$ cat config.mk
export PLATFORM = sky130hd
export DESIGN_NAME = srrf_rd_seq
export DESIGN_NICKNAME = d
export VERILOG_FILES = /design/src/rtl/srrf_pkg.sv /design/src/rtl/srrf_rd_seq.sv
export SDC_FILE = /design/constraint.sdc
export NUM_CORES = 1
export LEC_CHECK = 0
export ABC_CLOCK_PERIOD_IN_PS = 1800
export BUFFER_PORTS_ARGS = -buffer_cell sky130_fd_sc_hd__buf_2
export CAP_MARGIN = 10
export CORE_MARGIN = 2
export CORE_UTILIZATION = 44
export DETAILED_ROUTE_END_ITERATION = 16
export PLACE_DENSITY_LB_ADDON = 0.15
export SYNTH_ARGS = -nofsm -noshare
export SYNTH_HDL_FRONTEND = slang
export SYNTH_SLANG_ARGS = --single-unit
$ cat constraint.sdc
create_clock -name clk -period 1.8 [get_ports clk]
set_input_delay 0.09 -clock clk [delete_from_list [all_inputs] [get_ports clk]]
set_output_delay 0.09 -clock clk [all_outputs]
set_load 0.03 [all_outputs]
$ cat src/rtl/srrf_pkg.sv
`timescale 1ns / 1ps
`default_nettype none

package srrf_pkg;

	localparam int SRRF_MAX_SLOT_BYTES = 64;
	localparam int SRRF_MAX_SLOTS      = 16;

	localparam int SLOT_BYTES_W = 7;
	localparam int SLOT_COUNT_W = 5;
	localparam int CFG_DATA_W   = 7;
	localparam int DATA_W       = 8;

	// Request codes
	localparam logic REQ_WRITE = 1'b0;
	localparam logic REQ_READ  = 1'b1;

	// Configuration register indexes
	localparam logic CFG_SLOT_BYTES = 1'b0;
	localparam logic CFG_SLOT_COUNT = 1'b1;

	typedef enum logic [1:0] {
		ST_OK      = 2'd0,
		ST_FULL    = 2'd1,
		ST_EMPTY   = 2'd2,
		ST_TOOLONG = 2'd3
	} status_t;

	typedef struct packed {
		logic              req_type;
		logic [DATA_W-1:0] data_in;
		logic              byte_valid_in;
		logic              last_in;
	} srrf_req_t;

	typedef struct packed {
		logic [DATA_W-1:0] data_out;
		logic              byte_valid_out;
		logic              last_out;
		status_t           status;
	} srrf_rsp_t;

	// What the read sequencer shows the rest of the block
	typedef struct packed {
		logic      busy;
		logic      emit;
		srrf_rsp_t rsp;
	} srrf_rd_out_t;

endpackage

`default_nettype wire

$ cat src/rtl/srrf_rd_seq.sv
`timescale 1ns / 1ps
`default_nettype none

module srrf_rd_seq
	import srrf_pkg::*;
#(
	parameter int MAX_SLOT_BYTES = SRRF_MAX_SLOT_BYTES,
	parameter int MAX_SLOTS      = SRRF_MAX_SLOTS,
	localparam int SW  = (MAX_SLOTS > 1) ? $clog2(MAX_SLOTS) : 1,
	localparam int CW  = $clog2(MAX_SLOT_BYTES + 1),
	localparam int BIW = (MAX_SLOT_BYTES > 1) ? $clog2(MAX_SLOT_BYTES) : 1,
	localparam int BYTE_DEPTH = MAX_SLOTS * (2 ** BIW),
	localparam int BAW = (BYTE_DEPTH > 1) ? $clog2(BYTE_DEPTH) : 1
) (
	input  wire logic              clk,
	input  wire logic              arst_n,
	input  wire logic              launch,
	input  wire logic [SW-1:0]     slot,
	input  wire logic [CW-1:0]     len_rdata,
	input  wire logic [DATA_W-1:0] byte_rdata,
	output logic      [BAW-1:0]    byte_raddr,
	output srrf_rd_out_t           rd
);

	typedef enum logic [1:0] {
		RS_IDLE,
		RS_LEN,
		RS_STREAM
	} rs_state_t;

	rs_state_t       state_q;
	logic [SW-1:0]   slot_q;
	logic [CW-1:0]   len_q;
	logic [CW-1:0]   cnt_q;
	logic [CW-1:0]   cnt_inc;
	logic [BIW-1:0]  byte_idx;
	logic            is_last;

	assign cnt_inc  = cnt_q + CW'(1);
	assign is_last  = (cnt_inc == len_q);
	// The length read has just returned in RS_LEN, so byte 0 is fetched there;
	// while streaming, the next byte is always one ahead of the one shown.
	assign byte_idx = (state_q == RS_STREAM) ? BIW'(cnt_inc) : '0;
	assign byte_raddr = BAW'({slot_q, byte_idx});

	always_comb begin
		rd.busy               = (state_q != RS_IDLE);
		rd.emit               = 1'b0;
		rd.rsp.data_out       = '0;
		rd.rsp.byte_valid_out = 1'b0;
		rd.rsp.last_out       = 1'b0;
		rd.rsp.status         = ST_OK;
		unique case (state_q)
			RS_IDLE: begin
			end
			RS_LEN: begin
				if (len_rdata == '0) begin
					rd.emit            = 1'b1;
					rd.rsp.last_out    = 1'b1;
				end
			end
			RS_STREAM: begin
				rd.emit               = 1'b1;
				rd.rsp.data_out       = byte_rdata;
				rd.rsp.byte_valid_out = 1'b1;
				rd.rsp.last_out       = is_last;
			end
			default: begin
			end
		endcase
	end

	always_ff @(posedge clk or negedge arst_n) begin
		if (!arst_n) begin
			state_q <= RS_IDLE;
			slot_q  <= '0;
			len_q   <= '0;
			cnt_q   <= '0;
		end else begin
			unique case (state_q)
				RS_IDLE: begin
					if (launch) begin
						slot_q  <= slot;
						state_q <= RS_LEN;
					end
				end
				RS_LEN: begin
					len_q <= len_rdata;
					cnt_q <= '0;
					if (len_rdata == '0) begin
						state_q <= RS_IDLE;
					end else begin
						state_q <= RS_STREAM;
					end
				end
				RS_STREAM: begin
					cnt_q <= cnt_inc;
					if (is_last) begin
						state_q <= RS_IDLE;
					end
				end
				default: begin
					state_q <= RS_IDLE;
				end
			endcase
		end
	end

endmodule

`default_nettype wire

==> flow_summary.json <==
{
  "synth_largest_area_cell": "dfrtp_1",
  "drive_gt1_frac": 0.5780,
  "ys_ff_latch": 20,
  "maxSlewViolCount": 0,
  "r2r_cells": 7,
  "worstSetupEndpointType": "output port",
  "pwr-share-seq": 0.567,
  "rr_startpoint": "cnt_q[1]",
  "synth_cell_types": 30,
  "synth_edf_count": 0,
  "die_width_um": 57.54,
  "ys_warn_count": 0,
  "diodes": 0,
  "p_leak_nw": 0.8515,
  "switching_power_mw": 0.1898,
  "finalHoldViolations": 0,
  "sw_frac_of_total": 0.2398,
  "final_area_um2": 1777,
  "drv_cap": 0,
  "root_buffer": "clkbuf_4",
  "seq_area_frac_synth": 0.3968,
  "grt_overflow": 0,
  "critPathMaxFanout": 2,
  "syn_area_per_cell_um2": 10.69,
  "synth_area_um2": 1261,
  "dieArea_um2": 3311,
  "dp_hpwl_um": 2137,
  "crit_path_cell_trace": "ha_4 > xor2_1 > nor2_1 > nand4_2 > nor4b_2 > o21a_1 > buf_6",
  "setup_viol": 4,
  "num-nets-final": 200,
  "endpoint": "rd[2]",
  "num_vias": 1072,
  "finClkSkew_ps": 5.802,
  "required_ps": 1710,
  "powerDensity_nw_per_um2": 445.5,
  "fin_crit_ps": 2007,
  "clkLatencyLatePin_ps": 310,
  "intPower_mw": 0.6017,
  "worst_slack_ps": -207.2,
  "min_path_cells": 2,
  "ant_nets": 0,
  "syn2layout_area_growth_pct": 40.87,
  "grt_max_degree": 21,
  "fin_crit_sh": 1.115,
  "r2r-end": "state_q[0]",
  "dpl-instance-area_um2": 1578,
  "synth_area_leaders": "dfrtp_1 40%, mux2_2 14%, and2_1 6.9%, xnor2_1 6.9%, ha_1 4.0%",
  "netlist.area_leader.share": 0.3968,
  "slowest_delay_ps": 430,
  "synthCells": 118,
  "clkSinkCount": 20,
  "grt_pass1_wl_um": 4609,
  "start_util": 0.4613,
  "finalPower_mw": 0.7915,
  "cp-startpoint": "cnt_q[1]",
  "cts_made_buffers": 3,
  "grt_pass1_vias": 1048,
  "fmax_ghz": 0.4982,
  "antenna_found_initial": 0,
  "outcome": "finished with violations",
  "rsz0062_at_grt": "true",
  "final_util": 0.6499,
  "stdcell_count": 204,
  "cts_tree": "done",
  "synthArstFlopShare": 1.000,
  "dr.pass1.iters": 4,
  "port_buffers": 43,
  "cts_max_level": 1,
  "combPwrFrac": 0.096,
  "dp.cells": 196,
  "cp.arrival_ps": 1920,
  "wire_per_inst_um": 13.70,
  "core_area_um2": 2734,
  "dpl_worst_slack_ps": -113.8,
  "start_kind": "flip-flop",
  "r2r_slack_ps": -180,
  "clk_pin_slew_ps": 120,
  "ios": 46,
  "avgViaCountPerCell": 5.255,
  "synth-main-ff-cell": "dfrtp_1",
  "gp_congestion": 0.8173,
  "drc": 0,
  "crit_slowest_cell": "dfrtp_1",
  "violations": "negative setup slack",
  "tns_ps": -502.3,
  "hold_slack_ps": 2.875,
  "wl_um": 2794,
  "rows": 19,
  "hold_class": "in2reg",
  "ir_drop_mv": 0.4606,
  "clk_path_buf_depth": 2,
  "drt_iter0_drc": 20,
  "die_y_um": 57.54,
  "power_frac_clock": 0.337,
  "criticalPathCategory": "reg2out",
  "grt_usage": 0.1779
}
==> routing by layer <==
| metal | GRT usage | routed length (um) |
|---|---|---|
| met5 | 0 | 0 |
| met4 | 0.05980 | 48 |
| met3 | 0.03628 | 199 |
| met2 | 0.3019 | 1354 |
| met1 | 0.2254 | 1191 |
==> cells by family after synthesis <==
family / share of synthesized area
AOI/OAI and AO/OA: 0.08135
and+or+nand+nor: 0.1815
buffers and inverters: 0.03869
other: 0.002973
xor gates and xnor gates: 0.1161
muxes: 0.1429
DFF: 0.3968
adders and majority gates: 0.03968
==> power by group through the flow <==
stage               Combinational, mW  Sequential (mW)  Clock [mW]
floorplan                      0.0367            0.458           0
global placement               0.0749            0.458           0
detailed placement             0.0754            0.458           0
CTS                            0.0772            0.449       0.273
global route                   0.0830            0.449       0.288
finish                         0.0760            0.449       0.267
==> cell usage after synthesis, types with 2 or more instances <==
master / n
dfrtp_1: 20
mux2_2: 16
and2_1: 14
xnor2_1: 10
inv_1: 5
o21ai_0: 5
clkbuf_1: 4
ha_1: 4
a22o_1: 3
nand2_1: 3
nand3_1: 3
nor2b_1: 3
or4_1: 3
xor2_1: 3
and3_1: 2
buf_4: 2
nand3_2: 2
nor2_1: 2
o21a_1: 2
xnor2_2: 2
==> flip-flops by register name, summed over array words and instances (netlist names) <==
| signal | flops |
|---|---|
| cnt_q | 7 |
| len_q | 7 |
| slot_q | 4 |
| state_q | 2 |
==> final cells by class <==
class | instances | area [um^2]
flip-flops and latches | 20 | 503.0
well taps | 31 | 38.79
multi-input cells | 88 | 832.0
clock buffers | 4 | 36.28
fillers | 207 | 957.2
inverters | 5 | 18.77
repair buffers | 56 | 347.8
==> critical path, delay by kind of cell, from the launching register on <==
family / cells / cell delay (ps)
AND/OR/NAND/NOR: 3 / 520
flip-flops: 1 / 430
adder cells (fa/ha/maj): 1 / 250
AO/OA/AOI/OAI: 1 / 150
XOR/XNOR: 1 / 140
buffers and inverters: 1 / 130
==> how the worst min path moves through the flow <==
| stage | startpoint | endpoint |
|---|---|---|
| 2_1_floorplan | arst_n | cnt_q[0] |
| 3_3_place_gp | arst_n | cnt_q[5] |
| 3_5_place_dp | arst_n | cnt_q[5] |
| 4_1_cts | slot[2] | slot_q[2] |
| 5_1_grt | slot[2] | slot_q[2] |
| 6_report | slot[2] | slot_q[2] |
==> cell usage in the layout, fill, tap and decap left out, types with 2 or more instances in the layout <==
| cell | synthesis | layout |
|---|---|---|
| inv_1 | 5 | 3 |
| clkbuf_4 | 0 | 4 |
| dfrtp_2 | 0 | 2 |
| and2_1 | 14 | 11 |
| xor2_1 | 3 | 2 |
| xnor2_2 | 2 | 7 |
| conb_1 | 1 | 2 |
| dfrtp_1 | 20 | 18 |
| mux2_2 | 16 | 16 |
| nor2_1 | 2 | 2 |
| and3_1 | 2 | 2 |
| inv_2 | 0 | 2 |
| o21a_1 | 2 | 2 |
| buf_2 | 0 | 39 |
| ha_4 | 0 | 3 |
| buf_6 | 0 | 6 |
| and2_4 | 0 | 3 |
| nor2b_1 | 3 | 3 |
| o21ai_0 | 5 | 5 |
| buf_4 | 2 | 9 |
| nand2_1 | 3 | 3 |
| nand3_1 | 3 | 2 |
| xnor2_1 | 10 | 5 |
| or4_1 | 3 | 3 |
| a22o_1 | 3 | 3 |
| nand3_2 | 2 | 2 |
==> repair_timing <==
action,in CTS,in global routing
gates resized for setup,12,19
buffers inserted,2,1
endpoints found under the setup margin,17,17
hold endpoints to repair,20,0
pin swaps,6,2
hold buffers,1,0
Power figures use the tool's default switching activity.
