**config.mk**
```make
export PLATFORM = sky130hd
export DESIGN_NAME = srrf_ram
export DESIGN_NICKNAME = d
export VERILOG_FILES = /design/src/rtl/srrf_ram.sv
export SDC_FILE = /design/constraint.sdc
export NUM_CORES = 1
export LEC_CHECK = 0
export ABC_AREA = 1
export BUFFER_PORTS_ARGS = -buffer_cell sky130_fd_sc_hd__buf_2
export CAP_MARGIN = 20
export CORE_ASPECT_RATIO = 2
export CORE_MARGIN = 10
export CORE_UTILIZATION = 60
export CTS_CLUSTER_SIZE = 20
export DETAILED_ROUTE_END_ITERATION = 6
export PLACE_DENSITY = 0.78
export SKIP_LAST_GASP = 1
export SYNTH_ARGS = -nofsm -noshare
export SYNTH_HDL_FRONTEND = slang
export SYNTH_SLANG_ARGS = --single-unit
```
**constraint.sdc**
```tcl
create_clock -name clk -period 1.5 [get_ports clk]
set_clock_uncertainty 0.15 [all_clocks]
set_input_delay 0.15 -clock clk [delete_from_list [all_inputs] [get_ports clk]]
set_output_delay 0.15 -clock clk [all_outputs]
set_load 0.05 [all_outputs]
```
**src/rtl/srrf_ram.sv**
```systemverilog
`timescale 1ns / 1ps
`default_nettype none

module srrf_ram #(
	parameter int WIDTH = 8,
	parameter int DEPTH = 16,
	localparam int AW = (DEPTH > 1) ? $clog2(DEPTH) : 1
) (
	input  wire logic             clk,
	input  wire logic             we,
	input  wire logic [AW-1:0]    waddr,
	input  wire logic [WIDTH-1:0] wdata,
	input  wire logic [AW-1:0]    raddr,
	output logic      [WIDTH-1:0] rdata
);

	logic [WIDTH-1:0] mem_q [DEPTH];

	always_ff @(posedge clk) begin
		if (we) begin
			mem_q[waddr] <= wdata;
		end
		rdata <= mem_q[raddr];
	end

endmodule

`default_nettype wire

```
==> results of run 1 <==
[worst reg2reg max path, cell delays in order, from the launching register on]
cell      delay, ns
edfxtp_1       0.36
inv_1          0.07
nand2_1        0.07
nand3_1        0.09
nand3_1        0.16
nand3_1        0.19
nand2_1        0.06
[stage by stage]
step	total power, mW	setup WS [ns]	std cells	area, um^2
after floorplan	4.73	0.249	551	5770
after global placement	4.95	0.129	683	6100
after detailed placement	4.97	0.118	683	6100
after CTS	8.83	0.158	717	6680
after global routing	9.13	0.137	717	6680
final	8.79	0.173	717	6680
[registers in the layout, summed over array words and instances, names as in the netlist]
name,flops
mem_q,128
rdata,8
[cells by family after synthesis]
kind of cell  count (synthesis)  share of synthesized area [%]
flops                       136                           69.4
buf+inv                     126                           9.52
simple gates                289                           21.0
[cells in the final DEF, fill, tap and decap left out]
cell type / instances
clkinv_2: 2
clkbuf_16: 17
inv_1: 100
bufinv_16: 2
edfxtp_1: 128
nand3_1: 97
clkinv_4: 1
nand3b_1: 2
clkinvlp_4: 4
inv_2: 2
clkinv_1: 4
inv_6: 1
buf_4: 24
buf_2: 25
nand2_1: 173
nor2_1: 17
clkbuf_1: 1
dlygate4sd3_1: 2
dfxtp_1: 8
buf_12: 3
[routing by layer]
layer	share of wire (%)	vias up	GRT usage, %
li1	-	1872	-
met1	34	1868	21.0
met2	55	187	35.9
met3	7.3	37	6.19
met4	4.4	0	12.0
met5	0	-	0
[final timing paths]
kind | from | endpoint | slack, ns
max | rdata[4]$_DFF_P_ | rdata[4] | 0.17
min | wdata[2] | mem_q[12][2]$_DFFE_PP_ | 0.008
max reg2reg | mem_q[14][6]$_DFFE_PP_ | rdata[6]$_DFF_P_ | 0.24
min reg2reg | mem_q[11][3]$_DFFE_PP_ | rdata[3]$_DFF_P_ | 0.54
[cell type report]
class	instances	area [um^2]	share of cell area [%]
timing repair buffer	54	385	5.77
tap	104	130	1.95
multi-input combinational	289	1210	18.2
sequential	136	4000	60.0
clock buffer	18	429	6.43
clock inverter	14	133	1.99
inverter	102	383	5.73
[power breakdown]
part           switching, mW  internal [mW]
logic                  0.465          0.172
registers             0.0228           4.25
clock network           1.47           2.42
total                   1.95           6.84
==> flow_summary_export.csv, run 1 <==
group,metric,value,unit
placed_design,place.gp.congestion,0.908,
timing,tightest_slew,0.393,ns
floorplanning,die_area,14200,um^2
placed_design,port_buffers,25,
floorplanning,core_area,9380,um^2
setup_path,worst-path-buf-inv,1,
routing,drtIter0Drc,329,
timing,period_minus_slack,1.33,ns
routing,routedWlPerCell,18.6,um
floorplanning,io_pins,26,
placed_design,hpwl,8510,um
setup_path,cp-start-kind,"register",
synthesis,synth_edf_count,128,
setup_path,end_kind,"output port",
floorplanning,fp.dieW,89.3,um
clock_network,clkTransAtPathRegs,0.06,ns
setup_path,crit_arrival,1.03,ns
layout,antenna_cells,0,
clock_network,h-tree-depth,4,
layout,syn_to_final_growth,15.8,%
timing,hold_violations,0,
clock_network,clk_latency,0.41,ns
synthesis,synth_most_common_cell,"nand2_1",
synthesis,ys_types,12,
power,irDropWorstVdd,1.14,mV
synthesis,ys_ff_latch,136,
routing,ant_nets,0,
clock_network,clk_path_buf_depth,2,
clock_network,cts_tree,"done",
timing,finalCritPeriodShare,88.5,%
routing,drc,0,
timing,rsz0062_at_grt,"false",
status,status,"finished, final reports clean",
setup_path,path_depth,1,
setup_path,cp_cell_sequence,"buf_2",
floorplanning,rows,50,
timing,slew_violations,0,
layout,fillers,624,
global_route,antenna_found_initial,0,
routing,firstDrtPassIters,5,
clock_network,cts_hold_buf,2,
setup_path,ff2ff_path_depth,6,
clock_network,cts_sinks,136,
synthesis,synth_top_area_share,66.7,%
routing,wirelength,13300,um
routing,viasPerCell,5.53,
synthesis,synthArstFlopShare,0,%
synthesis,synthTopCellsByArea,"edfxtp_1 67%, nand2_1 11%, nand3_1 8.4%, inv_1 6.5%, dfxtp_1 2.8%",
global_route,grt_pass1_wl,21000,um
global_route,grt_max_degree,37,
min_path,hp-class,"in2reg",
flow_run,cap_violations,0,
clock_network,cts-root-buf,"clkbuf_16",
setup_path,path_class,"reg2out",
setup_path,crit_path_top_delay_cell,"dfxtp_1",
synthesis,syn_area,5770,um^2
timing,slew_headroom,73.8,%
global_route,grt_overflow_total,0,
timing,finalSetupTns,0,ns
synthesis,synth_cells,551,
clock_network,cts_resized,0,
clock_network,postCtsSetupBuffers,0,
synthesis,yosysWarnings,0,
timing,setup_violations,0,
synthesis,yosys.area.top_type,"edfxtp_1",
synthesis,synth_ff_type,"edfxtp_1",
floorplanning,initial_utilization,61.5,%
layout,postLayoutCoreUtil,71.2,%
clock_network,cts_buffers,17,
setup_path,cp_top_family,"flip-flops",
power,p_leak,2.94,nW
synthesis,ys_seq_area_share,69.4,%
routing,vias,3964,
power,p_per_area,1320,nW/um^2
synthesis,synth_nets,569,
synthesis,avgSynthCellArea,10.5,um^2
global_route,grt_pass1_vias,4026,
synthesis,synth_common_cells,"173 x nand2_1, 128 x edfxtp_1, 100 x inv_1",
min_path,hold_depth,1,
layout,layout-drive-gt1-share,13.2,%
timing,max_freq,0.754,GHz
setup_path,worst_ep_required_time,1.20,ns
setup_path,cp_max_fo,1,
floorplanning,die_h,159,um
setup_path,crit_path_max_incr_delay,0.34,ns
layout,layout.nets,618,
global_route,grt_usage,20.7,%
timing,worst_hold_slack,0.00786,ns
Power figures use the tool's default switching activity.
==> run 2, diff against run 1 <==
==> constraint.sdc (replaced) <==
create_clock -name clk -period 1.36 [get_ports clk]
set_clock_uncertainty 0.15 [all_clocks]
set_input_delay 0.136 -clock clk [delete_from_list [all_inputs] [get_ports clk]]
set_output_delay 0.136 -clock clk [all_outputs]
set_load 0.05 [all_outputs]
==> run 2 against run 1 <==
Effect of this change:
- cell count grew 0.56%
- clock power is 4% higher
- sequential cell count unchanged
- non-clock buffer count rose by 4
- combinational power increased by 12%
- sequential share of layout area is 0.20 points lower
- register-to-register slack worse by 0.06 ns
- via count is 1.0% higher
- core utilization increased by 0.24 points
- total power is 7.5% higher
- global-route usage decreased by 0.18 points
- cell area is 0.34% higher
- highest routed layer unchanged
==> flow_summary_export.csv, run 2 (synthesis gave the netlist of run 1 again) <==
group,metric,value,unit
clock_network,clk_latency,0.41,ns
floorplanning,core_area,9380,um^2
timing,tightest_slew,0.411,ns
routing,vias,4005,
timing,finalCritPeriodShare,97.1,%
layout,postLayoutCoreUtil,71.4,%
setup_path,ff2ff_path_depth,6,
timing,max_freq,0.757,GHz
global_route,grt_overflow_total,0,
layout,layout_commonest_cell,"nand2_1",
timing,setup_violations,0,
routing,drc,0,
min_path,hold_start,"wdata[7]",
power,p_leak,2.95,nW
placed_design,placed_area,6100,um^2
timing,slew_violations,0,
layout,antenna_cells,0,
global_route,grt_pass1_vias,3965,
clock_network,h-tree-depth,4,
setup_path,cp-start-kind,"input port",
clock_network,clkTransAtPathRegs,0.05,ns
power,switching_share,22.0,%
power,p_clk_share,42.5,%
routing,routedWlPerCell,18.4,um
timing,period_minus_slack,1.32,ns
status,status,"finished, final reports clean",
setup_path,path_class,"in2reg",
routing,viasPerCell,5.55,
layout,largest_register,"mem_q",
floorplanning,die_area,14200,um^2
layout,syn_to_final_growth,16.2,%
min_path,min_to,"mem_q[8][7]$_DFFE_PP_",
min_path,hp-class,"in2reg",
clock_network,cts_sinks,136,
power,p_per_area,1410,nW/um^2
clock_network,cts_tree,"done",
timing,finalSetupTns,0,ns
layout,layout-drive-gt1-share,13.5,%
routing,ant_nets,0,
timing,hold_violations,0,
timing,fin_ws,0.0396,ns
placed_design,place_worst_setup_slack,-0.0340,ns
setup_path,r2r_start,"mem_q[5][1]$_DFFE_PP_",
global_route,antenna_found_initial,0,
setup_path,crit_arrival,1.47,ns
placed_design,place.gp.congestion,0.936,
floorplanning,die_h,159,um
power,switchingPower,2.08,mW
setup_path,end_kind,"register",
global_route,grt_usage,20.5,%
placed_design,port_buffers,25,
floorplanning,rows,50,
power,irDropWorstVdd,1.24,mV
timing,rsz0062_at_grt,"true",
layout,reg_top3,"mem_q (128), rdata (8)",
placed_design,hpwl,8670,um
power,pwr-share-comb,7.5,%
routing,firstDrtPassIters,5,
floorplanning,io_pins,26,
timing,slew_headroom,72.6,%
global_route,grt_pass1_wl,20800,um
power,internal-power,7.37,mW
clock_network,cts_buffers,17,
setup_path,rr_endpoint,"rdata[1]$_DFF_P_",
floorplanning,initial_utilization,61.5,%
setup_path,r2r_slack,0.18,ns
flow_run,cap_violations,0,
layout,stdcell_area,6700,um^2
global_route,grt_max_degree,65,
layout,layout.nets,622,
setup_path,cp_max_fo,10,
layout,largest_reg_flops,128,
floorplanning,fp.dieW,89.3,um
layout,final_cell_mix,"173 x nand2_1, 128 x edfxtp_1, 100 x inv_1, 93 x nand3_1, 25 x buf_4",
routing,drtIter0Drc,377,
setup_path,worst_ep_required_time,1.51,ns
clock_network,clk_path_buf_depth,2,
power,seq_power_share,49.9,%
clock_network,cts-root-buf,"clkbuf_16",
min_path,hold_depth,1,
routing,wirelength,13300,um
==> run 2: cell types whose count changed in the layout (fill, tap and decap cells not counted), sizes merged <==
cell | previous run | this run
inv | 103 | 102
bufinv | 2 | 1
clkinvlp | 4 | 2
clkbuf | 18 | 23
dlygate4sd3 | 2 | 5
==> run 2: how the worst max path moves through the flow <==
stage,startpoint,slack (ns),to
after floorplan,waddr[2],0.12,mem_q[10][0]$_DFFE_PP_
after global placement,raddr[0],0.004,rdata[6]$_DFF_P_
after detailed placement,raddr[0],-0.03,rdata[5]$_DFF_P_
after CTS,raddr[2],0.008,rdata[5]$_DFF_P_
after global routing,raddr[2],-0.002,rdata[6]$_DFF_P_
final,raddr[2],0.04,rdata[2]$_DFF_P_
==> run 2: layer usage <==
layer / routed length, um / GRT usage (%)
met1: 4540 / 20.9
met2: 7430 / 36.2
met3: 862 / 5.02
met4: 466 / 12.0
met5: 0 / 0
==> run 2: worst max-delay path: stages <==
cell and delay, ns:
dlygate4sd3_1 0.53, clkbuf_4 0.20, inv_1 0.09, buf_4 0.18, nand3_2 0.13, nand3_1 0.12, nand2_1 0.07
==> run 2: repair_timing <==
action | in CTS | in global routing
hold buffers | 4 | 1
setup buffers | 0 | 0
endpoints found under the hold margin | 40 | 2
gates resized for setup | 0 | 5
endpoints found under the setup margin | 0 | 3
==> run 2: final cells by class <==
cell class / count / area (um^2)
clock buffers: 22 / 444
well taps: 104 / 130
fillers: 658 / 2680
inverters: 102 / 383
clock inverters: 10 / 80.1
repair buffers: 58 / 425
multi-input cells: 289 / 1230
flip-flops and latches: 136 / 4000
==> run 2: through the flow <==
stage | total power, mW | hold slack, ns | instances
finish | 9.45 | 0.0135 | 721
global route | 9.80 | 0.000103 | 721
CTS | 9.47 | 0.00157 | 720
detailed placement | 5.49 | 0.340 | 684
global placement | 5.47 | 0.337 | 684
floorplan | 5.22 | 0.0849 | 551
==> run 2: power by group through the flow <==
stage / Sequential [mW] / Combinational [mW] / Clock (mW)
floorplan: 4.89 / 0.331 / 0
global placement: 4.80 / 0.669 / 0
detailed placement: 4.80 / 0.686 / 0
CTS: 4.72 / 0.700 / 4.05
global route: 4.72 / 0.772 / 4.31
finish: 4.72 / 0.713 / 4.02
==> run 3, diff against run 2 <==
--- a/config.mk
+++ b/config.mk
@@ -13,7 +13,7 @@
 export CORE_UTILIZATION = 60
 export CTS_CLUSTER_SIZE = 20
 export DETAILED_ROUTE_END_ITERATION = 6
-export PLACE_DENSITY = 0.78
+export PLACE_DENSITY = 0.76
 export SKIP_LAST_GASP = 1
 export SYNTH_ARGS = -nofsm -noshare
 export SYNTH_HDL_FRONTEND = slang
==> run 3 against run 2 <==
Effect of this change:
- clock-buffer cell count decreased by 4
- setup slack improved by 0.0085 ns
- critical path depth decreased by 6
- global-route usage increased by 0.62 points
- sequential cell count unchanged
- clock power increased by 18%
- total power increased by 7.4%
- cell area increased by 1.2%
- maximum frequency increased by 0.65%
- register-to-register slack got worse by 0.04 ns
- sequential share of layout area decreased by 0.69 points
- worst hold slack improved by 0.00064 ns
- critical path type is now reg2out
- critical endpoint is now rdata[0]
- largest power group is now clock
==> flow_summary_export.csv, run 3 (synthesis gave the netlist of run 1 again) <==
group,metric,value,unit
status,status,"finished, final reports clean",
setup_path,crit_arrival,1.03,ns
setup_path,r2r_slack,0.14,ns
clock_network,clk_path_buf_depth,2,
routing,wirelength,13400,um
timing,rsz0062_at_grt,"false",
setup_path,cp_cell_sequence,"buf_2",
floorplanning,die_area,14200,um^2
layout,layout-drive-gt1-share,13.8,%
setup_path,cp_top_family,"flip-flops",
layout,postLayoutCoreUtil,72.2,%
placed_design,hpwl,8840,um
setup_path,ff2ff_path_depth,6,
placed_design,port_buffers,25,
routing,viasPerCell,5.44,
global_route,grt_usage,21.1,%
routing,firstDrtPassIters,4,
floorplanning,core_area,9380,um^2
setup_path,r2r_start,"mem_q[7][6]$_DFFE_PP_",
timing,fin_ws,0.0481,ns
power,irDropWorstVdd,1.22,mV
setup_path,cp_max_fo,1,
layout,layout_commonest_cell,"nand2_1",
placed_design,placed_area,6100,um^2
routing,drc,0,
layout,largest_register,"mem_q",
timing,hold_violations,0,
timing,tightest_slew,0.399,ns
placed_design,place.gp.congestion,0.875,
placed_design,place_worst_setup_slack,-0.0506,ns
layout,final_cell_mix,"173 x nand2_1, 128 x edfxtp_1, 100 x inv_1, 97 x nand3_1, 26 x buf_4",
layout,syn_to_final_growth,17.6,%
global_route,grt_max_degree,53,
setup_path,crit_path_max_incr_delay,0.34,ns
placed_design,dp_cells,684,
floorplanning,rows,50,
power,p_per_area,1500,nW/um^2
global_route,grt_overflow_total,0,
timing,slew_violations,0,
timing,period_minus_slack,1.31,ns
setup_path,rr_endpoint,"rdata[6]$_DFF_P_",
routing,drtIter0Drc,326,
setup_path,path_class,"reg2out",
clock_network,cts_buffers,17,
clock_network,cts-root-buf,"clkbuf_16",
clock_network,postCtsSetupBuffers,0,
floorplanning,initial_utilization,61.5,%
timing,finalCritPeriodShare,96.5,%
clock_network,cts_sinks,136,
global_route,grt_pass1_wl,21600,um
global_route,antenna_found_initial,0,
min_path,hp-class,"in2reg",
setup_path,cp-start-kind,"register",
layout,stdcell_area,6780,um^2
timing,worst_hold_slack,0.0141,ns
clock_network,cts_tree,"done",
floorplanning,die_h,159,um
layout,reg_top3,"mem_q (128), rdata (8)",
setup_path,worst_ep_required_time,1.07,ns
routing,routedWlPerCell,18.6,um
routing,vias,3928,
timing,max_freq,0.762,GHz
layout,fillers,686,
clock_network,h-tree-depth,4,
setup_path,crit_path_top_delay_cell,"dfxtp_1",
min_path,hold_start,"wdata[6]",
min_path,hold_depth,1,
power,p_leak,3.00,nW
layout,stdcell_count,722,
floorplanning,fp.dieW,89.3,um
layout,antenna_cells,0,
setup_path,worst-path-buf-inv,1,
min_path,min_to,"mem_q[4][6]$_DFFE_PP_",
clock_network,clk_latency,0.41,ns
floorplanning,io_pins,26,
timing,setup_violations,0,
clock_network,clkTransAtPathRegs,0.06,ns
global_route,grt_pass1_vias,4067,
flow_run,cap_violations,0,
setup_path,end_kind,"output port",
layout,largest_reg_flops,128,
timing,slew_headroom,73.4,%
layout,layout.nets,623,
routing,ant_nets,0,
run 3: layout make-up:
type	count	area, um^2	area share [%]
multi-input cells	289	1210	17.9
well taps	104	130	1.92
repair buffers	59	438	6.46
clock buffers	18	429	6.33
inverters	102	383	5.65
flip-flops and latches	136	4000	59.1
clock inverters	14	181	2.68
run 3: how the worst max path moves through the flow:
stage	from	endpoint	slack [ns]	depth (start not counted)
after floorplan	waddr[2]	mem_q[10][0]$_DFFE_PP_	0.12	2
after global placement	raddr[0]	rdata[6]$_DFF_P_	-0.01	8
after detailed placement	raddr[0]	rdata[6]$_DFF_P_	-0.05	8
after CTS	rdata[1]$_DFF_P_	rdata[1]	0.005	1
after global routing	rdata[0]$_DFF_P_	rdata[0]	0.009	1
final	rdata[0]$_DFF_P_	rdata[0]	0.05	1
run 3: worst reg2reg max path: stages, from the launching register on:
cell and delay, ns:
edfxtp_1 0.36, inv_1 0.06, nand2_1 0.04, nand3_1 0.10, nand3_1 0.17, nand3_1 0.17
nand2_1 0.07
run 3: metal layers:
| layer | up-vias | track usage [%] | share of wire [%] |
|---|---|---|---|
| met5 | - | 0 | 0 |
| li1 | 1879 | - | - |
| met1 | 1891 | 22.9 | 37 |
| met4 | 0 | 10.8 | 4.3 |
| met3 | 35 | 5.48 | 4.5 |
| met2 | 123 | 36.4 | 54 |
run 3: timing repair:
| item | CTS | global route |
|---|---|---|
| hold buffers | 6 | 0 |
| setup endpoints to repair | 1 | 1 |
| resized for setup | 1 | 1 |
| hold endpoints to repair | 73 | 0 |
| pin swaps | 0 | 0 |
run 3: per-stage QoR:
stage	power (mW)	setup TNS, ns
6_report	10.1	0
4_1_cts	10.2	0
3_5_place_dp	5.50	-0.0506
3_3_place_gp	5.48	-0.0110
5_1_grt	10.5	0
2_1_floorplan	5.22	0
run 3: where the power goes:
part           switching [mW]  internal [mW]  total [mW]  leakage [nW]
Combinational           0.499          0.204       0.703          1.48
Sequential             0.0321           4.69        4.72          1.22
Clock                    1.68           3.04        4.73         0.297
Total                    2.21           7.93        10.1          3.00
